===== src/rtl/core/etq_pkg.sv =====
// Shared types and constants of the event time priority queue.
`timescale 1ns / 1ps
package etq_pkg;

	localparam int TIME_W = 32;
	localparam int REF_W  = 16;
	localparam int QLEN_W = 5;

	localparam logic CMD_ENQ = 1'b0;
	localparam logic CMD_DEQ = 1'b1;

	localparam logic MODE_FIFO = 1'b0;
	localparam logic MODE_PRIO = 1'b1;

	typedef enum logic [1:0] {
		STATUS_OK    = 2'd0,
		STATUS_EMPTY = 2'd1,
		STATUS_FULL  = 2'd2
	} status_t;

	typedef struct packed {
		logic [TIME_W-1:0] ev_time;
		logic [REF_W-1:0]  ev_ref;
	} entry_t;

	typedef enum logic [2:0] {
		ST_IDLE,
		ST_DISPATCH,
		ST_DEQ_WAIT,
		ST_SCAN,
		ST_TAIL,
		ST_RESP
	} ctrl_state_t;

	typedef struct packed {
		logic accept;
		logic rd_head;
		logic deq_commit;
		logic tail_write;
		logic scan_start;
		logic scan_step;
		logic set_full;
		logic set_empty;
		logic load_out;
	} ctrl_cmd_t;

	typedef struct packed {
		logic cmd_deq;
		logic empty;
		logic full;
		logic prio;
		logic scan_more;
		logic out_free;
	} dp_stat_t;

endpackage


===== src/rtl/core/etq_if.sv =====
// Channel interfaces of the event time priority queue: request, response, configuration.
`timescale 1ns / 1ps
interface etq_req_if;
	logic                        valid;
	logic                        ready;
	logic                        cmd;
	logic [etq_pkg::TIME_W-1:0]  event_time;
	logic [etq_pkg::REF_W-1:0]   event_ref;

	modport source (output valid, output cmd, output event_time, output event_ref,
		input ready);
	modport sink (input valid, input cmd, input event_time, input event_ref,
		output ready);
endinterface

interface etq_rsp_if;
	logic                        valid;
	logic                        ready;
	logic                        out_valid;
	logic [etq_pkg::TIME_W-1:0]  out_time;
	logic [etq_pkg::REF_W-1:0]   out_ref;
	logic [etq_pkg::QLEN_W-1:0]  queue_length;
	logic [1:0]                  status;

	modport source (output valid, output out_valid, output out_time, output out_ref,
		output queue_length, output status, input ready);
	modport sink (input valid, input out_valid, input out_time, input out_ref,
		input queue_length, input status, output ready);
endinterface

interface etq_cfg_if;
	logic valid;
	logic ready;
	logic queue_mode;

	modport source (output valid, output queue_mode, input ready);
	modport sink (input valid, input queue_mode, output ready);
endinterface


===== src/rtl/core/event_time_priority_queue.sv =====
// Top level of the event time priority queue: controller plus datapath.
// Each request goes from dispatch to the response state: a dequeue of a stored event
// through the dequeue wait; an empty dequeue, FIFO, refused or first ordered enqueue
// directly; an ordered enqueue into a non-empty queue through the scan, one step per
// stored event (one entry memory read per cycle), then the tail write. A result held by
// the sink stalls the controller; the next request is taken in the cycle after the load.
// Reset clears the count, head pointer, mode and control; entry memory is left as is.
`timescale 1ns / 1ps
module event_time_priority_queue #(
	parameter int DEPTH = 16
) (
	input  logic      clk,
	input  logic      arst_n,
	etq_cfg_if.sink   cfg,
	etq_req_if.sink   req,
	etq_rsp_if.source rsp
);
	import etq_pkg::*;

	ctrl_cmd_t ctrl_cmd;
	dp_stat_t  dp_stat;
	logic      req_ready;

	// Mode register is always writable; it is sampled when a request is dispatched.
	assign cfg.ready = 1'b1;
	assign req.ready = req_ready;

	// Sequence each request: dispatch, then dequeue read, ordered scan or tail write,
	// then hand the result to the output register once it is free.
	etq_ctrl u_ctrl (
		.clk       (clk),
		.arst_n    (arst_n),
		.req_valid (req.valid),
		.req_ready (req_ready),
		.stat      (dp_stat),
		.cmd       (ctrl_cmd)
	);

	// Hold entries in a circular memory; dequeue advances the head, an ordered enqueue
	// ripples the displaced entries one slot toward the tail as the scan passes them.
	etq_dpath #(
		.DEPTH (DEPTH)
	) u_dpath (
		.clk              (clk),
		.arst_n           (arst_n),
		.cmd              (ctrl_cmd),
		.stat             (dp_stat),
		.req_cmd          (req.cmd),
		.req_time         (req.event_time),
		.req_ref          (req.event_ref),
		.cfg_we           (cfg.valid && cfg.ready),
		.cfg_mode         (cfg.queue_mode),
		.rsp_ready        (rsp.ready),
		.rsp_valid        (rsp.valid),
		.rsp_out_valid    (rsp.out_valid),
		.rsp_out_time     (rsp.out_time),
		.rsp_out_ref      (rsp.out_ref),
		.rsp_queue_length (rsp.queue_length),
		.rsp_status       (rsp.status)
	);

endmodule


===== src/rtl/core/etq_ctrl.sv =====
// Controller state machine of the event time priority queue.
`timescale 1ns / 1ps
module etq_ctrl (
	input  logic                clk,
	input  logic                arst_n,
	input  logic                req_valid,
	output logic                req_ready,
	input  etq_pkg::dp_stat_t   stat,
	output etq_pkg::ctrl_cmd_t  cmd
);
	import etq_pkg::*;

	ctrl_state_t state_q, state_nxt;

	always_ff @(posedge clk or negedge arst_n) begin
		if (!arst_n) begin
			state_q <= ST_IDLE;
		end else begin
			state_q <= state_nxt;
		end
	end

	always_comb begin
		state_nxt = state_q;
		unique case (state_q)
			ST_IDLE: begin
				if (req_valid) state_nxt = ST_DISPATCH;
			end
			ST_DISPATCH: begin
				if (stat.cmd_deq) begin
					state_nxt = stat.empty ? ST_RESP : ST_DEQ_WAIT;
				end else if (stat.full) begin
					state_nxt = ST_RESP;
				end else if (stat.prio && !stat.empty) begin
					state_nxt = ST_SCAN;
				end else begin
					state_nxt = ST_RESP;
				end
			end
			ST_DEQ_WAIT: state_nxt = ST_RESP;
			ST_SCAN: begin
				if (!stat.scan_more) state_nxt = ST_TAIL;
			end
			ST_TAIL: state_nxt = ST_RESP;
			ST_RESP: begin
				if (stat.out_free) state_nxt = ST_IDLE;
			end
			default: state_nxt = ST_IDLE;
		endcase
	end

	always_comb begin
		cmd       = '0;
		req_ready = 1'b0;
		unique case (state_q)
			ST_IDLE: begin
				req_ready  = 1'b1;
				cmd.accept = req_valid;
			end
			ST_DISPATCH: begin
				if (stat.cmd_deq) begin
					cmd.set_empty = stat.empty;
					cmd.rd_head   = !stat.empty;
				end else if (stat.full) begin
					cmd.set_full = 1'b1;
				end else if (stat.prio && !stat.empty) begin
					cmd.scan_start = 1'b1;
				end else begin
					cmd.tail_write = 1'b1;
				end
			end
			ST_DEQ_WAIT: cmd.deq_commit = 1'b1;
			ST_SCAN:     cmd.scan_step  = 1'b1;
			ST_TAIL:     cmd.tail_write = 1'b1;
			ST_RESP:     cmd.load_out   = stat.out_free;
			default: begin
				cmd       = '0;
				req_ready = 1'b0;
			end
		endcase
	end

endmodule


===== src/rtl/core/etq_dpath.sv =====
// Datapath of the event time priority queue: circular entry memory, pointers, result register.
`timescale 1ns / 1ps
module etq_dpath #(
	parameter int DEPTH = 16
) (
	input  logic                          clk,
	input  logic                          arst_n,
	input  etq_pkg::ctrl_cmd_t            cmd,
	output etq_pkg::dp_stat_t             stat,
	input  logic                          req_cmd,
	input  logic [etq_pkg::TIME_W-1:0]    req_time,
	input  logic [etq_pkg::REF_W-1:0]     req_ref,
	input  logic                          cfg_we,
	input  logic                          cfg_mode,
	input  logic                          rsp_ready,
	output logic                          rsp_valid,
	output logic                          rsp_out_valid,
	output logic [etq_pkg::TIME_W-1:0]    rsp_out_time,
	output logic [etq_pkg::REF_W-1:0]     rsp_out_ref,
	output logic [etq_pkg::QLEN_W-1:0]    rsp_queue_length,
	output logic [1:0]                    rsp_status
);
	import etq_pkg::*;

	localparam int PTR_W = $clog2(DEPTH);
	localparam int CNT_W = $clog2(DEPTH + 1);
	localparam int SUM_W = PTR_W + 1;

	// Map a logical position to a physical slot relative to the head.
	function automatic logic [PTR_W-1:0] slot(input logic [PTR_W-1:0] base,
		input logic [PTR_W-1:0] off);
		logic [SUM_W-1:0] sum;
		sum = {1'b0, base} + {1'b0, off};
		if (sum >= SUM_W'(DEPTH)) sum = sum - SUM_W'(DEPTH);
		return sum[PTR_W-1:0];
	endfunction

	entry_t mem [DEPTH];
	entry_t rd_q;
	entry_t carry_q;

	logic [PTR_W-1:0] head_q;
	logic [CNT_W-1:0] count_q;
	logic [CNT_W-1:0] idx_q;
	logic             mode_q;
	logic             cmd_q;
	logic             found_q;

	logic             res_valid_q;
	entry_t           res_entry_q;
	status_t          res_status_q;

	logic             out_full_q;
	logic             out_valid_q;
	entry_t           out_entry_q;
	logic [QLEN_W-1:0] out_len_q;
	status_t          out_status_q;

	logic [CNT_W-1:0] idx_nxt;
	logic [PTR_W-1:0] head_nxt;
	logic             hit;
	logic             rd_en, wr_en;
	logic [PTR_W-1:0] rd_addr, wr_addr;
	logic [CNT_W+QLEN_W-1:0] len_ext;

	assign idx_nxt  = idx_q + CNT_W'(1);
	assign head_nxt = (head_q == PTR_W'(DEPTH - 1)) ? '0 : head_q + PTR_W'(1);
	// Insert point: first stored entry strictly later than the carried event.
	assign hit      = found_q || (rd_q.ev_time > carry_q.ev_time);
	assign len_ext  = {{QLEN_W{1'b0}}, count_q};

	assign stat.cmd_deq   = (cmd_q == CMD_DEQ);
	assign stat.empty     = (count_q == '0);
	assign stat.full      = (count_q == CNT_W'(DEPTH));
	assign stat.prio      = (mode_q == MODE_PRIO);
	assign stat.scan_more = (idx_nxt < count_q);
	assign stat.out_free  = !out_full_q || rsp_ready;

	assign rd_en   = cmd.rd_head || cmd.scan_start || (cmd.scan_step && stat.scan_more);
	assign rd_addr = cmd.scan_step ? slot(head_q, idx_nxt[PTR_W-1:0]) : head_q;
	assign wr_en   = cmd.tail_write || (cmd.scan_step && hit);
	assign wr_addr = cmd.tail_write ? slot(head_q, count_q[PTR_W-1:0])
		: slot(head_q, idx_q[PTR_W-1:0]);

	always_ff @(posedge clk) begin
		if (wr_en) mem[wr_addr] <= carry_q;
	end

	always_ff @(posedge clk) begin
		if (rd_en) rd_q <= mem[rd_addr];
	end

	// Carried event: the incoming one, then each displaced entry during the scan.
	always_ff @(posedge clk) begin
		if (cmd.accept) begin
			carry_q.ev_time <= req_time;
			carry_q.ev_ref  <= req_ref;
		end else if (cmd.scan_step && hit) begin
			carry_q <= rd_q;
		end
	end

	always_ff @(posedge clk or negedge arst_n) begin
		if (!arst_n) begin
			head_q  <= '0;
			count_q <= '0;
			idx_q   <= '0;
			mode_q  <= MODE_FIFO;
			cmd_q   <= CMD_ENQ;
			found_q <= 1'b0;
		end else begin
			if (cfg_we) mode_q <= cfg_mode;
			if (cmd.accept) cmd_q <= req_cmd;
			if (cmd.scan_start) begin
				idx_q   <= '0;
				found_q <= 1'b0;
			end else if (cmd.scan_step) begin
				if (hit) found_q <= 1'b1;
				if (stat.scan_more) idx_q <= idx_nxt;
			end
			if (cmd.deq_commit) begin
				head_q  <= head_nxt;
				count_q <= count_q - CNT_W'(1);
			end else if (cmd.tail_write) begin
				count_q <= count_q + CNT_W'(1);
			end
		end
	end

	always_ff @(posedge clk) begin
		if (cmd.deq_commit) begin
			res_valid_q  <= 1'b1;
			res_entry_q  <= rd_q;
			res_status_q <= STATUS_OK;
		end else if (cmd.tail_write || cmd.set_full || cmd.set_empty) begin
			res_valid_q  <= 1'b0;
			res_entry_q  <= '0;
			res_status_q <= cmd.set_full ? STATUS_FULL
				: (cmd.set_empty ? STATUS_EMPTY : STATUS_OK);
		end
	end

	always_ff @(posedge clk or negedge arst_n) begin
		if (!arst_n) begin
			out_full_q <= 1'b0;
		end else if (cmd.load_out) begin
			out_full_q <= 1'b1;
		end else if (rsp_ready) begin
			out_full_q <= 1'b0;
		end
	end

	always_ff @(posedge clk) begin
		if (cmd.load_out) begin
			out_valid_q  <= res_valid_q;
			out_entry_q  <= res_entry_q;
			out_len_q    <= len_ext[QLEN_W-1:0];
			out_status_q <= res_status_q;
		end
	end

	assign rsp_valid        = out_full_q;
	assign rsp_out_valid    = out_valid_q;
	assign rsp_out_time     = out_entry_q.ev_time;
	assign rsp_out_ref      = out_entry_q.ev_ref;
	assign rsp_queue_length = out_len_q;
	assign rsp_status       = out_status_q;

endmodule


===== src/flat_wrapper.sv =====
// flat-port wrapper written by rule: the top's interface ports become plain ports
module event_time_priority_queue_flat import etq_pkg::*;
#(
	parameter int DEPTH = 16
)
  (clk, arst_n, cfg_valid, cfg_queue_mode, cfg_ready, req_valid, req_cmd, req_event_time, req_event_ref, req_ready, rsp_valid, rsp_out_valid, rsp_out_time, rsp_out_ref, rsp_queue_length, rsp_status, rsp_ready);
  etq_cfg_if cfg_i ();
  etq_req_if req_i ();
  etq_rsp_if rsp_i ();
  input  logic clk;
  input  logic arst_n;
  input wire logic [$bits(cfg_i.valid)-1:0] cfg_valid;
  input wire logic [$bits(cfg_i.queue_mode)-1:0] cfg_queue_mode;
  output wire logic [$bits(cfg_i.ready)-1:0] cfg_ready;
  input wire logic [$bits(req_i.valid)-1:0] req_valid;
  input wire logic [$bits(req_i.cmd)-1:0] req_cmd;
  input wire logic [$bits(req_i.event_time)-1:0] req_event_time;
  input wire logic [$bits(req_i.event_ref)-1:0] req_event_ref;
  output wire logic [$bits(req_i.ready)-1:0] req_ready;
  output wire logic [$bits(rsp_i.valid)-1:0] rsp_valid;
  output wire logic [$bits(rsp_i.out_valid)-1:0] rsp_out_valid;
  output wire logic [$bits(rsp_i.out_time)-1:0] rsp_out_time;
  output wire logic [$bits(rsp_i.out_ref)-1:0] rsp_out_ref;
  output wire logic [$bits(rsp_i.queue_length)-1:0] rsp_queue_length;
  output wire logic [$bits(rsp_i.status)-1:0] rsp_status;
  input wire logic [$bits(rsp_i.ready)-1:0] rsp_ready;
  assign cfg_i.valid = cfg_valid;
  assign cfg_i.queue_mode = cfg_queue_mode;
  assign cfg_ready = cfg_i.ready;
  assign req_i.valid = req_valid;
  assign req_i.cmd = req_cmd;
  assign req_i.event_time = req_event_time;
  assign req_i.event_ref = req_event_ref;
  assign req_ready = req_i.ready;
  assign rsp_valid = rsp_i.valid;
  assign rsp_out_valid = rsp_i.out_valid;
  assign rsp_out_time = rsp_i.out_time;
  assign rsp_out_ref = rsp_i.out_ref;
  assign rsp_queue_length = rsp_i.queue_length;
  assign rsp_status = rsp_i.status;
  assign rsp_i.ready = rsp_ready;
  event_time_priority_queue #(.DEPTH(DEPTH)) u_core (.clk(clk), .arst_n(arst_n), .cfg(cfg_i), .req(req_i), .rsp(rsp_i));
endmodule

===== config.mk =====
export PLATFORM = sky130hd
export DESIGN_NAME = event_time_priority_queue_flat
export DESIGN_NICKNAME = d
export VERILOG_FILES = /design/src/rtl/core/etq_pkg.sv /design/src/rtl/core/etq_if.sv /design/src/rtl/core/event_time_priority_queue.sv /design/src/rtl/core/etq_ctrl.sv /design/src/rtl/core/etq_dpath.sv /design/src/flat_wrapper.sv
export SDC_FILE = /design/constraint.sdc
export NUM_CORES = 1
export LEC_CHECK = 0
export ABC_AREA = 1
export BUFFER_PORTS_ARGS = -buffer_cell sky130_fd_sc_hd__buf_2
export CAP_MARGIN = 15
export CORE_MARGIN = 4
export CORE_UTILIZATION = 34
export DETAILED_ROUTE_END_ITERATION = 8
export SLEW_MARGIN = 20
export SYNTH_ARGS = -nofsm -noshare
export SYNTH_HDL_FRONTEND = slang
export SYNTH_SLANG_ARGS = --single-unit

===== constraint.sdc =====
create_clock -name clk -period 6.04 [get_ports clk]
set_clock_uncertainty 0.2 [all_clocks]
set_input_delay 1.208 -clock clk [delete_from_list [all_inputs] [get_ports clk]]
set_output_delay 1.208 -clock clk [all_outputs]
set_load 0.005 [all_outputs]

==> flow_summary.yaml, run 1 <==
cells_and_area:
  utilization: 0.393
  fillers: 10650
  final_layout_size_suffix_gt1_frac: 0.104
  nets: 3218
  num_antenna_cells: 0
  syn2layout_area_growth_pct: 14.0
  finalNonFillerCells: 4702
run_status:
  status: "finished clean"
setup_path:
  crit_end: "u_core.u_dpath.mem[3][24]"
  timing.rr.end: "u_core.u_dpath.mem[3][24]"
  crit_type: "flop to flop"
  required_ns: 6.14
  r2r_slack_ns: 1.32
  r2r_start: "u_core.u_dpath.carry_q[46]"
  critPathLaunch: "u_core.u_dpath.carry_q[46]"
  crit_path_max_fanout: 21
  endpoint_kind: "flop"
  worstPathArrival_ns: 4.82
  cp_slowest_cell: "edfxtp_1"
  cpMostUsedCell: "nand2_1"
  path_cells: "inv_1 -> ha_1 -> nand2_1 -> nor3_1 -> and3_1 -> nand2_1 -> nand2_1 -> nand2_1 -> nand2_1 -> nand2_1 -> buf_4 -> a21oi_4 -> buf_4"
  startpoint_type: "flop"
  critical-path-max-stage-delay_ns: 0.71
  worstRegToRegCells: 13
placement:
  portBuffers: 112
  place.gp.congestion: 0.770
  dpl.hpwl_um: 50300
  dp_cells: 4522
yosys:
  ys_seq_elements: 992
  synthArstFlopShare: 0.0212
  yosysTopAreaCell: "edfxtp_1"
  netlist_area_sq_mm: 0.0396
  avgSynthCellArea_sq_um: 13.1
  syn_nets: 3133
  synth_cell_type_count: 40
  yosysSeqAreaShare: 0.749
  synth-edff-count: 968
  ys_warn_count: 0
  synth_area_leaders: "edfxtp_1 73%, nor2_1 6.6%, o21ai_0 5.2%"
  synth_ff_type: "edfxtp_1"
  synth.top_cell.area_share: 0.734
  netlist_instances: 3027
die:
  dieArea_sq_mm: 0.122
  ios: 114
  rows: 124
  fp.dieW_um: 349
  initial_utilization: 0.344
  core_area_sq_mm: 0.115
  die_y_um: 349
power_and_ir_drop:
  p_switching_mw: 9.36
  ir_drop_mv: 0.421
  power_density_mw_per_mm2: 555
  p_clk_frac: 0.238
  power_frac_comb: 0.326
  power.total_mw: 25.0
  pwr-share-seq: 0.437
  p_int_mw: 15.7
  switching_share: 0.374
  p_leak_nw: 15.2
route:
  routed_via_density: 4.99
  drc: 0
  wirelength_um: 93500
  vias: 23456
  antenna_left: 0
  dr.pass1.iters: 5
  wl_per_cell_um: 19.9
  drtIter0Drc: 2144
global_route:
  grt_pass1_wl_um: 142000
  met3_usage: 0.0231
  overflow: 0
  grt_pass1_vias: 23016
  met1_usage: 0.204
  met2_usage: 0.252
  grt_use_total: 0.150
  grt_max_degree: 200
  antenna_found_initial: 0
  grt.busiest_layer: "met2"
clocking:
  cts-resized-gates: 0
  cts-htree-levels: 3
  cts_num_sinks: 992
  clkLatencyLatePin_ns: 0.67
  cts_max_path_buffers: 3
  cts-root-buf: "clkbuf_16"
  cts_buffers: 100
  clk_pin_slew_worst_paths_ns: 0.06
  cts_hold_buf: 0
  cts_tree: "done"
  cts_setup_buffers: 0
sta:
  tns_ns: 0
  finalSetupViolCount: 0
  tightestPinTransition_ns: 1.08
  max_freq_ghz: 0.212
  layout_min_cycle_time_ns: 4.72
  drv_slew: 0
  hold_viol_final: 0
  rsz0062_at_grt: "false"
  worst_slew_margin_rel: 0.279
  period_share: 0.782
flow_run:
  maxCapViolCount: 0
worst_hold_path:
  hp-class: "flop to flop"
## area by class of cell
type | instances | area [sq um] | area share
clock buffers | 118 | 2610 | 0.0579
clock inverters | 62 | 529 | 0.0117
inverters | 133 | 509 | 0.0113
multi-input cells | 1727 | 8910 | 0.197
flip-flops and latches | 992 | 29700 | 0.657
well taps | 1512 | 1890 | 0.0419
repair buffers | 158 | 1030 | 0.0227
## kinds of logic (layout without fill, tap and decap cells)
kind of cell	count (synthesis)	count (layout)	share of synthesized area
flops	992	992	0.749
simple gates	955	955	0.0960
compound gates	705	705	0.102
buf+inv	308	471	0.0326
fa+ha+maj	51	51	0.0167
xor+xnor	13	13	0.00307
mux	2	2	0.000569
other cells	1	1	0.0000947
## metal layers
metal  share of wire  routed length [um]
met1            0.44               41400
met3           0.051                4790
met2            0.48               45300
met5               0                   0
met4           0.021                2000
## cell usage in the layout, fill, tap and decap left out, drive strengths merged
master	n
o211ai	194
a211oi	1
xor2	10
buf	158
a21o	2
nand2b	2
o21a	3
conb	1
dfrtp	21
dfxtp	3
ha	48
a21oi	87
clkinv	50
nor3	3
o2111ai	1
nor2	695
o31ai	1
inv	136
mux2	2
clkbuf	118
bufinv	7
nand3	118
o21ai	415
edfxtp	968
nand4	13
fa	3
nand3b	1
and3	2
o221ai	1
nand2	121
clkinvlp	2
xnor2	3
## worst max-delay path, delay by kind of cell, from the launching register on
kind                       cells  cell delay (ns)
buffers and inverters          3             0.87
adders and majority gates      1             0.29
AOI/OAI and AO/OA              1             0.68
and+or+nand+nor                8             1.56
DFF                            1             0.71
## cells in the mapped netlist (4+ instances only)
master and n:
a21oi_1 87, buf_4 6, ha_1 48, inv_1 127, dfrtp_1 21, xor2_1 9
edfxtp_1 968, inv_2 6, o21ai_0 410, buf_2 89, nand3_1 117, nand2_1 118
nand4_1 13, o21ai_1 4, o211ai_1 193, nor2_1 694, clkbuf_1 76, buf_1 4
## power by group through the flow
stage	clock (mW)	combinational, mW	sequential, mW
after floorplan	0	5.55	10.8
after global placement	0	8.17	11.0
after detailed placement	0	8.26	11.1
after CTS	6.08	8.31	10.9
after global routing	6.38	9.20	11.1
final	5.95	8.16	10.9
## sequential cells by signal, summed over array words and instances (netlist names), 4 cells and up
name                             flops
u_core.u_dpath.rsp_out_time         32
u_core.u_dpath.res_entry_q          48
u_core.u_dpath.mem                 768
u_core.u_dpath.head_q                4
u_core.u_dpath.carry_q              48
u_core.u_dpath.count_q               5
u_core.u_dpath.rsp_out_ref          16
u_core.u_dpath.rd_q                 48
u_core.u_dpath.idx_q                 5
u_core.u_dpath.rsp_queue_length      5
## worst min path at each step
| stage | from | cells after the start | slack, ns | end |
|---|---|---|---|---|
| after floorplan | u_core.u_dpath.res_entry_q[0] | 0 | 0.20 | u_core.u_dpath.rsp_out_ref[0] |
| after global placement | u_core.u_dpath.res_entry_q[46] | 0 | 0.20 | u_core.u_dpath.rsp_out_time[30] |
| after detailed placement | u_core.u_dpath.res_entry_q[0] | 0 | 0.20 | u_core.u_dpath.rsp_out_ref[0] |
| after CTS | u_core.u_dpath.res_entry_q[31] | 0 | 0.21 | u_core.u_dpath.rsp_out_time[15] |
| after global routing | u_core.u_dpath.res_entry_q[31] | 0 | 0.21 | u_core.u_dpath.rsp_out_time[15] |
| final | u_core.u_dpath.res_entry_q[31] | 0 | 0.20 | u_core.u_dpath.rsp_out_time[15] |
## per-stage QoR
stage | instance area (sq um) | setup WS (ns) | hold WS, ns
after floorplan | 39600 | 0.673 | 0.200
after global placement | 42000 | 1.39 | 0.202
after detailed placement | 42000 | 1.24 | 0.205
after CTS | 45100 | 1.19 | 0.205
after global routing | 45100 | 1.01 | 0.212
final | 45100 | 1.32 | 0.204
(Power assumes the default switching activity.)
==> run 2, diff against run 1 <==
- ABC_AREA: 1 -> 0
- clock period: 6.04 -> 4.6 ns (I/O delays scaled with it)
==> flow_summary.yaml, run 2 <==
setup_path:
  worstPathArrival_ns: 4.45
  crit_path_max_fanout: 22
  endpoint_kind: "flop"
  crit_type: "flop to flop"
  required_ns: 4.74
  startpoint_type: "flop"
route:
  drc: 0
  wirelength_um: 97000
  drtIter0Drc: 2043
  antenna_left: 0
  vias: 22356
  dr.pass1.iters: 5
  wl_per_cell_um: 22.4
  routed_via_density: 5.17
placement:
  portBuffers: 112
  place.gp.congestion: 0.780
  dpl.hpwl_um: 56700
  pre_cts_ws_ns: 0.134
  dp_cells: 4136
yosys:
  yosysSeqAreaShare: 0.748
  yosysTopAreaCell: "edfxtp_1"
  synth_ff_type: "edfxtp_1"
  synth_cell_type_count: 56
  avgSynthCellArea_sq_um: 15.5
  synthArstFlopShare: 0.0212
  ys_seq_elements: 992
  post-synth-top-count-cell: "edfxtp_1"
  synth.top_cell.area_share: 0.733
  netlist_instances: 2559
  syn_nets: 2665
  synth_area_leaders: "edfxtp_1 73%, nand2_1 4.0%, a211oi_1 3.7%"
  synthTopCellsByCount: "968 x edfxtp_1, 420 x nand2_1, 195 x a211oi_1"
  synth-edff-count: 968
  netlist_area_sq_mm: 0.0396
  ys_warn_count: 0
cells_and_area:
  largest-register: "u_core.u_dpath.mem"
  final_layout_size_suffix_gt1_frac: 0.175
  final_cell_mix: "968 x edfxtp_1, 416 x nand2_1, 195 x a211oi_1, 190 x a31oi_1, 128 x and2_0"
  nets: 2826
  finalNonFillerCells: 4328
  syn2layout_area_growth_pct: 16.9
  layout_commonest_cell: "edfxtp_1"
  largest_reg_flops: 768
worst_hold_path:
  hp-class: "flop to flop"
flow_run:
  maxCapViolCount: 0
sta:
  finalSetupViolCount: 0
  worst_slew_margin_rel: 0.385
  hold_viol_final: 0
  drv_slew: 0
  period_share: 0.936
  rsz0062_at_grt: "false"
  hold-worst-slack_ns: 0.193
  layout_min_cycle_time_ns: 4.31
  setup_ws_ns: 0.292
  max_freq_ghz: 0.232
  tns_ns: 0
  tightestPinTransition_ns: 0.922
power_and_ir_drop:
  p_leak_nw: 15.5
  power_density_mw_per_mm2: 712
  power.total_mw: 33.0
  ir_drop_mv: 0.407
global_route:
  grt_pass1_wl_um: 143000
  grt_max_degree: 114
  overflow: 0
  antenna_found_initial: 6
  grt_pass1_vias: 21687
  grt_use_total: 0.156
clocking:
  clkLatencyLatePin_ns: 0.68
  cts-htree-levels: 3
  cts_tree: "done"
  cts_buffers: 101
  cts-root-buf: "clkbuf_16"
  cts_num_sinks: 992
  cts_max_path_buffers: 3
  clk_pin_slew_worst_paths_ns: 0.06
die:
  fp.dieW_um: 349
  dieArea_sq_mm: 0.122
  rows: 125
  ios: 114
  die_y_um: 349
  initial_utilization: 0.342
  core_area_sq_mm: 0.116
run_status:
  status: "finished clean"
[run 2: changes by cell type in the layout (fill, tap and decap cells not counted), sizes merged, moves of 58 or more]
| cell | change |
|---|---|
| a21oi | -67 |
| inv | -87 |
| nor2 | -682 |
| o21ai | -395 |
| nand3 | -108 |
| and2 | +190 |
| a211oi | +194 |
| nand2 | +299 |
| buf | +58 |
| a31oi | +190 |
| o211ai | -193 |
[run 2: critical path, cell delays in order, from the launching register on]
cell and delay (ns):
dfrtp_1 0.42, or4_1 0.64, mux2i_2 0.26, a21oi_1 0.09, buf_4 0.20, o21ai_1 0.21
ha_1 0.31, a21oi_1 0.15, nand2_1 0.10, xor2_2 0.24, xor2_1 0.29, nand2b_2 0.20
nor3_4 0.23, buf_12 0.15, buf_6 0.27
[run 2: repair_timing]
action	4_1_cts	5_1_grt
setup buffers	0	2
gates resized for setup	0	5
hold endpoints to repair	8	0
hold buffers	1	0
endpoints found under the setup margin	0	125
[run 2: power by group]
part	switching, mW	internal [mW]
clock network	3.43	4.47
registers	1.15	13.0
logic	7.00	3.97
total	11.6	21.4
[run 2: final timing paths]
check	cells past startpoint	from	slack, ns	end
setup / recovery	14	u_core.u_dpath.count_q[3]	0.29	u_core.u_dpath.mem[10][33]
max in group asynchronous	2	arst_n	3.22	u_core.u_ctrl.state_q[1]
hold / removal	0	u_core.u_dpath.res_entry_q[20]	0.19	u_core.u_dpath.rsp_out_time[4]
hold reg to reg	0	u_core.u_dpath.res_entry_q[20]	0.19	u_core.u_dpath.rsp_out_time[4]
setup reg to reg	14	u_core.u_dpath.count_q[3]	0.29	u_core.u_dpath.mem[10][33]
min in group asynchronous	2	arst_n	0.57	u_core.u_dpath.count_q[3]
[run 2: cell type report]
type / instances / area [sq um]
Timing Repair Buffer: 218 / 1950
Antenna cell: 2 / 5.00
Tap cell: 1524 / 1910
Inverter: 48 / 180
Fill cell: 10454 / 69600
Clock buffer: 126 / 2680
Clock inverter: 59 / 489
Sequential cell: 992 / 29700
Multi-Input combinational cell: 1359 / 9460
[run 2: through the flow]
stage | utilization | instance area [sq um]
global route | 0.400 | 46300
detailed placement | 0.372 | 43100
global placement | 0.372 | 43100
floorplan | - | 39900
finish | 0.400 | 46300
CTS | 0.399 | 46300
[run 2: kinds of logic after synthesis]
group	share of synthesized area
adder cells (fa/ha/maj)	0.0167
AO/OA/AOI/OAI	0.0777
other	0.0000946
AND/OR/NAND/NOR	0.0880
flip-flops	0.748
XOR/XNOR	0.00353
buffers and inverters	0.0218
multiplexers	0.0442
[run 2: layer usage]
metal	routed length, um	share of wire	GRT usage	vias to the layer above
met4	1870	0.019	0.0403	2
li1	-	-	-	10151
met1	43500	0.45	0.225	11353
met3	7310	0.075	0.0339	122
met2	44300	0.46	0.240	728
met5	13	0.00013	0	-
==> run 3, diff against run 2 <==
- CORE_UTILIZATION: 34 -> 40
- CTS_BUF_LIST: default -> sky130_fd_sc_hd__clkbuf_2
==> flow_summary.yaml, run 3 (synthesized netlist as in run 2, its figures left out) <==
route:
  drtIter0Drc: 1827
  antenna_left: 0
  routed_via_density: 5.30
  wl_per_cell_um: 21.5
  drc: 0
  wirelength_um: 95600
  vias: 23536
  dr.pass1.iters: 5
setup_path:
  cp_slowest_cell: "or4_1"
  required_ns: 5.47
  worstPathArrival_ns: 5.16
  cpMostUsedCell: "nand2_1"
  r2r_slack_ns: 0.31
  crit_path_max_fanout: 27
  crit_type: "flop to flop"
  timing.rr.end: "u_core.u_dpath.mem[13][39]"
  endpoint_kind: "flop"
  worstRegToRegCells: 13
  path_cells: "or4_1 -> mux2i_1 -> a21oi_2 -> nand2_1 -> o21ai_1 -> ha_1 -> a21oi_1 -> nand2_1 -> xor2_2 -> xor2_1 -> nand2_2 -> nor3_4 -> buf_12"
  startpoint_type: "flop"
  r2r_start: "u_core.u_dpath.count_q[0]"
  critical-path-max-stage-delay_ns: 0.60
sta:
  layout_min_cycle_time_ns: 4.29
  drv_slew: 0
  rsz0062_at_grt: "false"
  tightestPinTransition_ns: 0.903
  worst_slew_margin_rel: 0.385
  hold_viol_final: 0
  tns_ns: 0
  max_freq_ghz: 0.233
  period_share: 0.933
  finalSetupViolCount: 0
global_route:
  antenna_found_initial: 4
  grt_pass1_vias: 23932
  overflow: 0
  grt_use_total: 0.183
  grt_max_degree: 118
  grt_pass1_wl_um: 144000
cells_and_area:
  syn2layout_area_growth_pct: 16.9
  final_area_sq_mm: 0.0463
  final_cell_mix: "968 x edfxtp_1, 416 x nand2_1, 344 x clkbuf_2, 195 x a211oi_1, 190 x a31oi_1"
  fillers: 8558
  layout_commonest_cell: "edfxtp_1"
  final_layout_size_suffix_gt1_frac: 0.231
  nets: 3081
  largest-register: "u_core.u_dpath.mem"
  largest_reg_flops: 768
power_and_ir_drop:
  power_density_mw_per_mm2: 670
  ir_drop_mv: 0.446
  power.total_mw: 31.1
  p_leak_nw: 16.1
placement:
  portBuffers: 112
  post_dp_cell_area_sq_mm: 0.0430
  dpl.hpwl_um: 58000
  place.gp.congestion: 0.824
die:
  die_y_um: 323
  initial_utilization: 0.403
  core_area_sq_mm: 0.0984
  dieArea_sq_mm: 0.104
  ios: 114
  rows: 115
  fp.dieW_um: 323
worst_hold_path:
  hp-class: "flop to flop"
  whs_path_depth: 0
  min_to: "u_core.u_dpath.rsp_out_time[6]"
  hp-start: "u_core.u_dpath.res_entry_q[22]"
clocking:
  cts_num_sinks: 992
  cts_buffers: 233
  cts-htree-levels: 4
  cts_tree: "done"
  cts_setup_buffers: 0
  cts-root-buf: "clkbuf_2"
  cts_max_path_buffers: 3
  clkLatencyLatePin_ns: 1.50
  clk_pin_slew_worst_paths_ns: 0.10
flow_run:
  maxCapViolCount: 0
run_status:
  status: "finished clean"
[run 3: cell count changes in the layout (fill, tap and decap cells not counted), sizes merged]
cell / before / now
clkbuf: 127 / 344
dlygate4sd3: 1 / 117
buf: 216 / 224
clkinv: 50 / 58
inv: 49 / 53
bufinv: 6 / 5
clkinvlp: 2 / 1
[run 3: per-stage QoR]
stage | utilization | hold slack (ns) | cells | worst slack (ns)
finish | 0.471 | 0.211 | 4442 | 0.308
global route | 0.471 | 0.0974 | 4442 | 0.0637
CTS | 0.471 | 0.0376 | 4439 | 0.142
detailed placement | 0.437 | 0.205 | 3909 | 0.271
global placement | 0.437 | 0.201 | 3909 | 0.298
floorplan | - | 0.200 | 2559 | -0.0796
[run 3: worst max-delay path by stage]
stage,start,to,cells after the start
detailed placement,u_core.u_dpath.count_q[3],u_core.u_dpath.mem[13][8],13
global route,u_core.u_dpath.count_q[3],u_core.u_dpath.mem[13][42],13
finish,u_core.u_dpath.count_q[0],u_core.u_dpath.mem[13][39],13
floorplan,u_core.u_dpath.count_q[3],u_core.u_dpath.mem[3][0],13
global placement,u_core.u_dpath.count_q[3],u_core.u_dpath.mem[13][7],13
CTS,u_core.u_dpath.count_q[3],u_core.u_dpath.mem[13][40],13
[run 3: where the power goes]
part / leakage (nW) / switching (mW) / total, mW / internal, mW
sequential: 9.09 / 1.22 / 14.2 / 12.9
combinational: 5.41 / 6.93 / 11.2 / 4.25
clock: 1.64 / 3.40 / 5.71 / 2.31
total: 16.1 / 11.5 / 31.1 / 19.5
[run 3: critical path: cells and delay by family, from the launching register on]
| kind | cells | cell delay, ns |
|---|---|---|
| AOI/OAI and AO/OA | 3 | 0.60 |
| xor gates and xnor gates | 2 | 0.53 |
| adders and majority gates | 1 | 0.31 |
| buffers and inverters | 1 | 0.26 |
| DFF | 1 | 0.47 |
| muxes | 1 | 0.21 |
| and+or+nand+nor | 5 | 1.30 |
[run 3: timing repair]
action                                  CTS  global route
hold endpoints to repair                 92            21
endpoints found under the setup margin    0           151
resized for setup                         0             1
hold buffers                            117             1
[run 3: layer usage]
metal	vias up	part of all wire	track usage
li1	10810	-	-
met1	11802	0.42	0.237
met2	759	0.49	0.307
met3	165	0.061	0.0392
met4	0	0.026	0.0648
met5	-	0	0
[run 3: area by class of cell]
type / instances / area, sq um / area share
repair buffers: 341 / 3260 / 0.0703
clock inverters: 69 / 457 / 0.00986
diodes: 2 / 5.00 / 0.000108
clock buffers: 344 / 1720 / 0.0372
flip-flops and latches: 992 / 29700 / 0.640
well taps: 1287 / 1610 / 0.0348
multi-input cells: 1359 / 9450 / 0.204
inverters: 48 / 180 / 0.00389
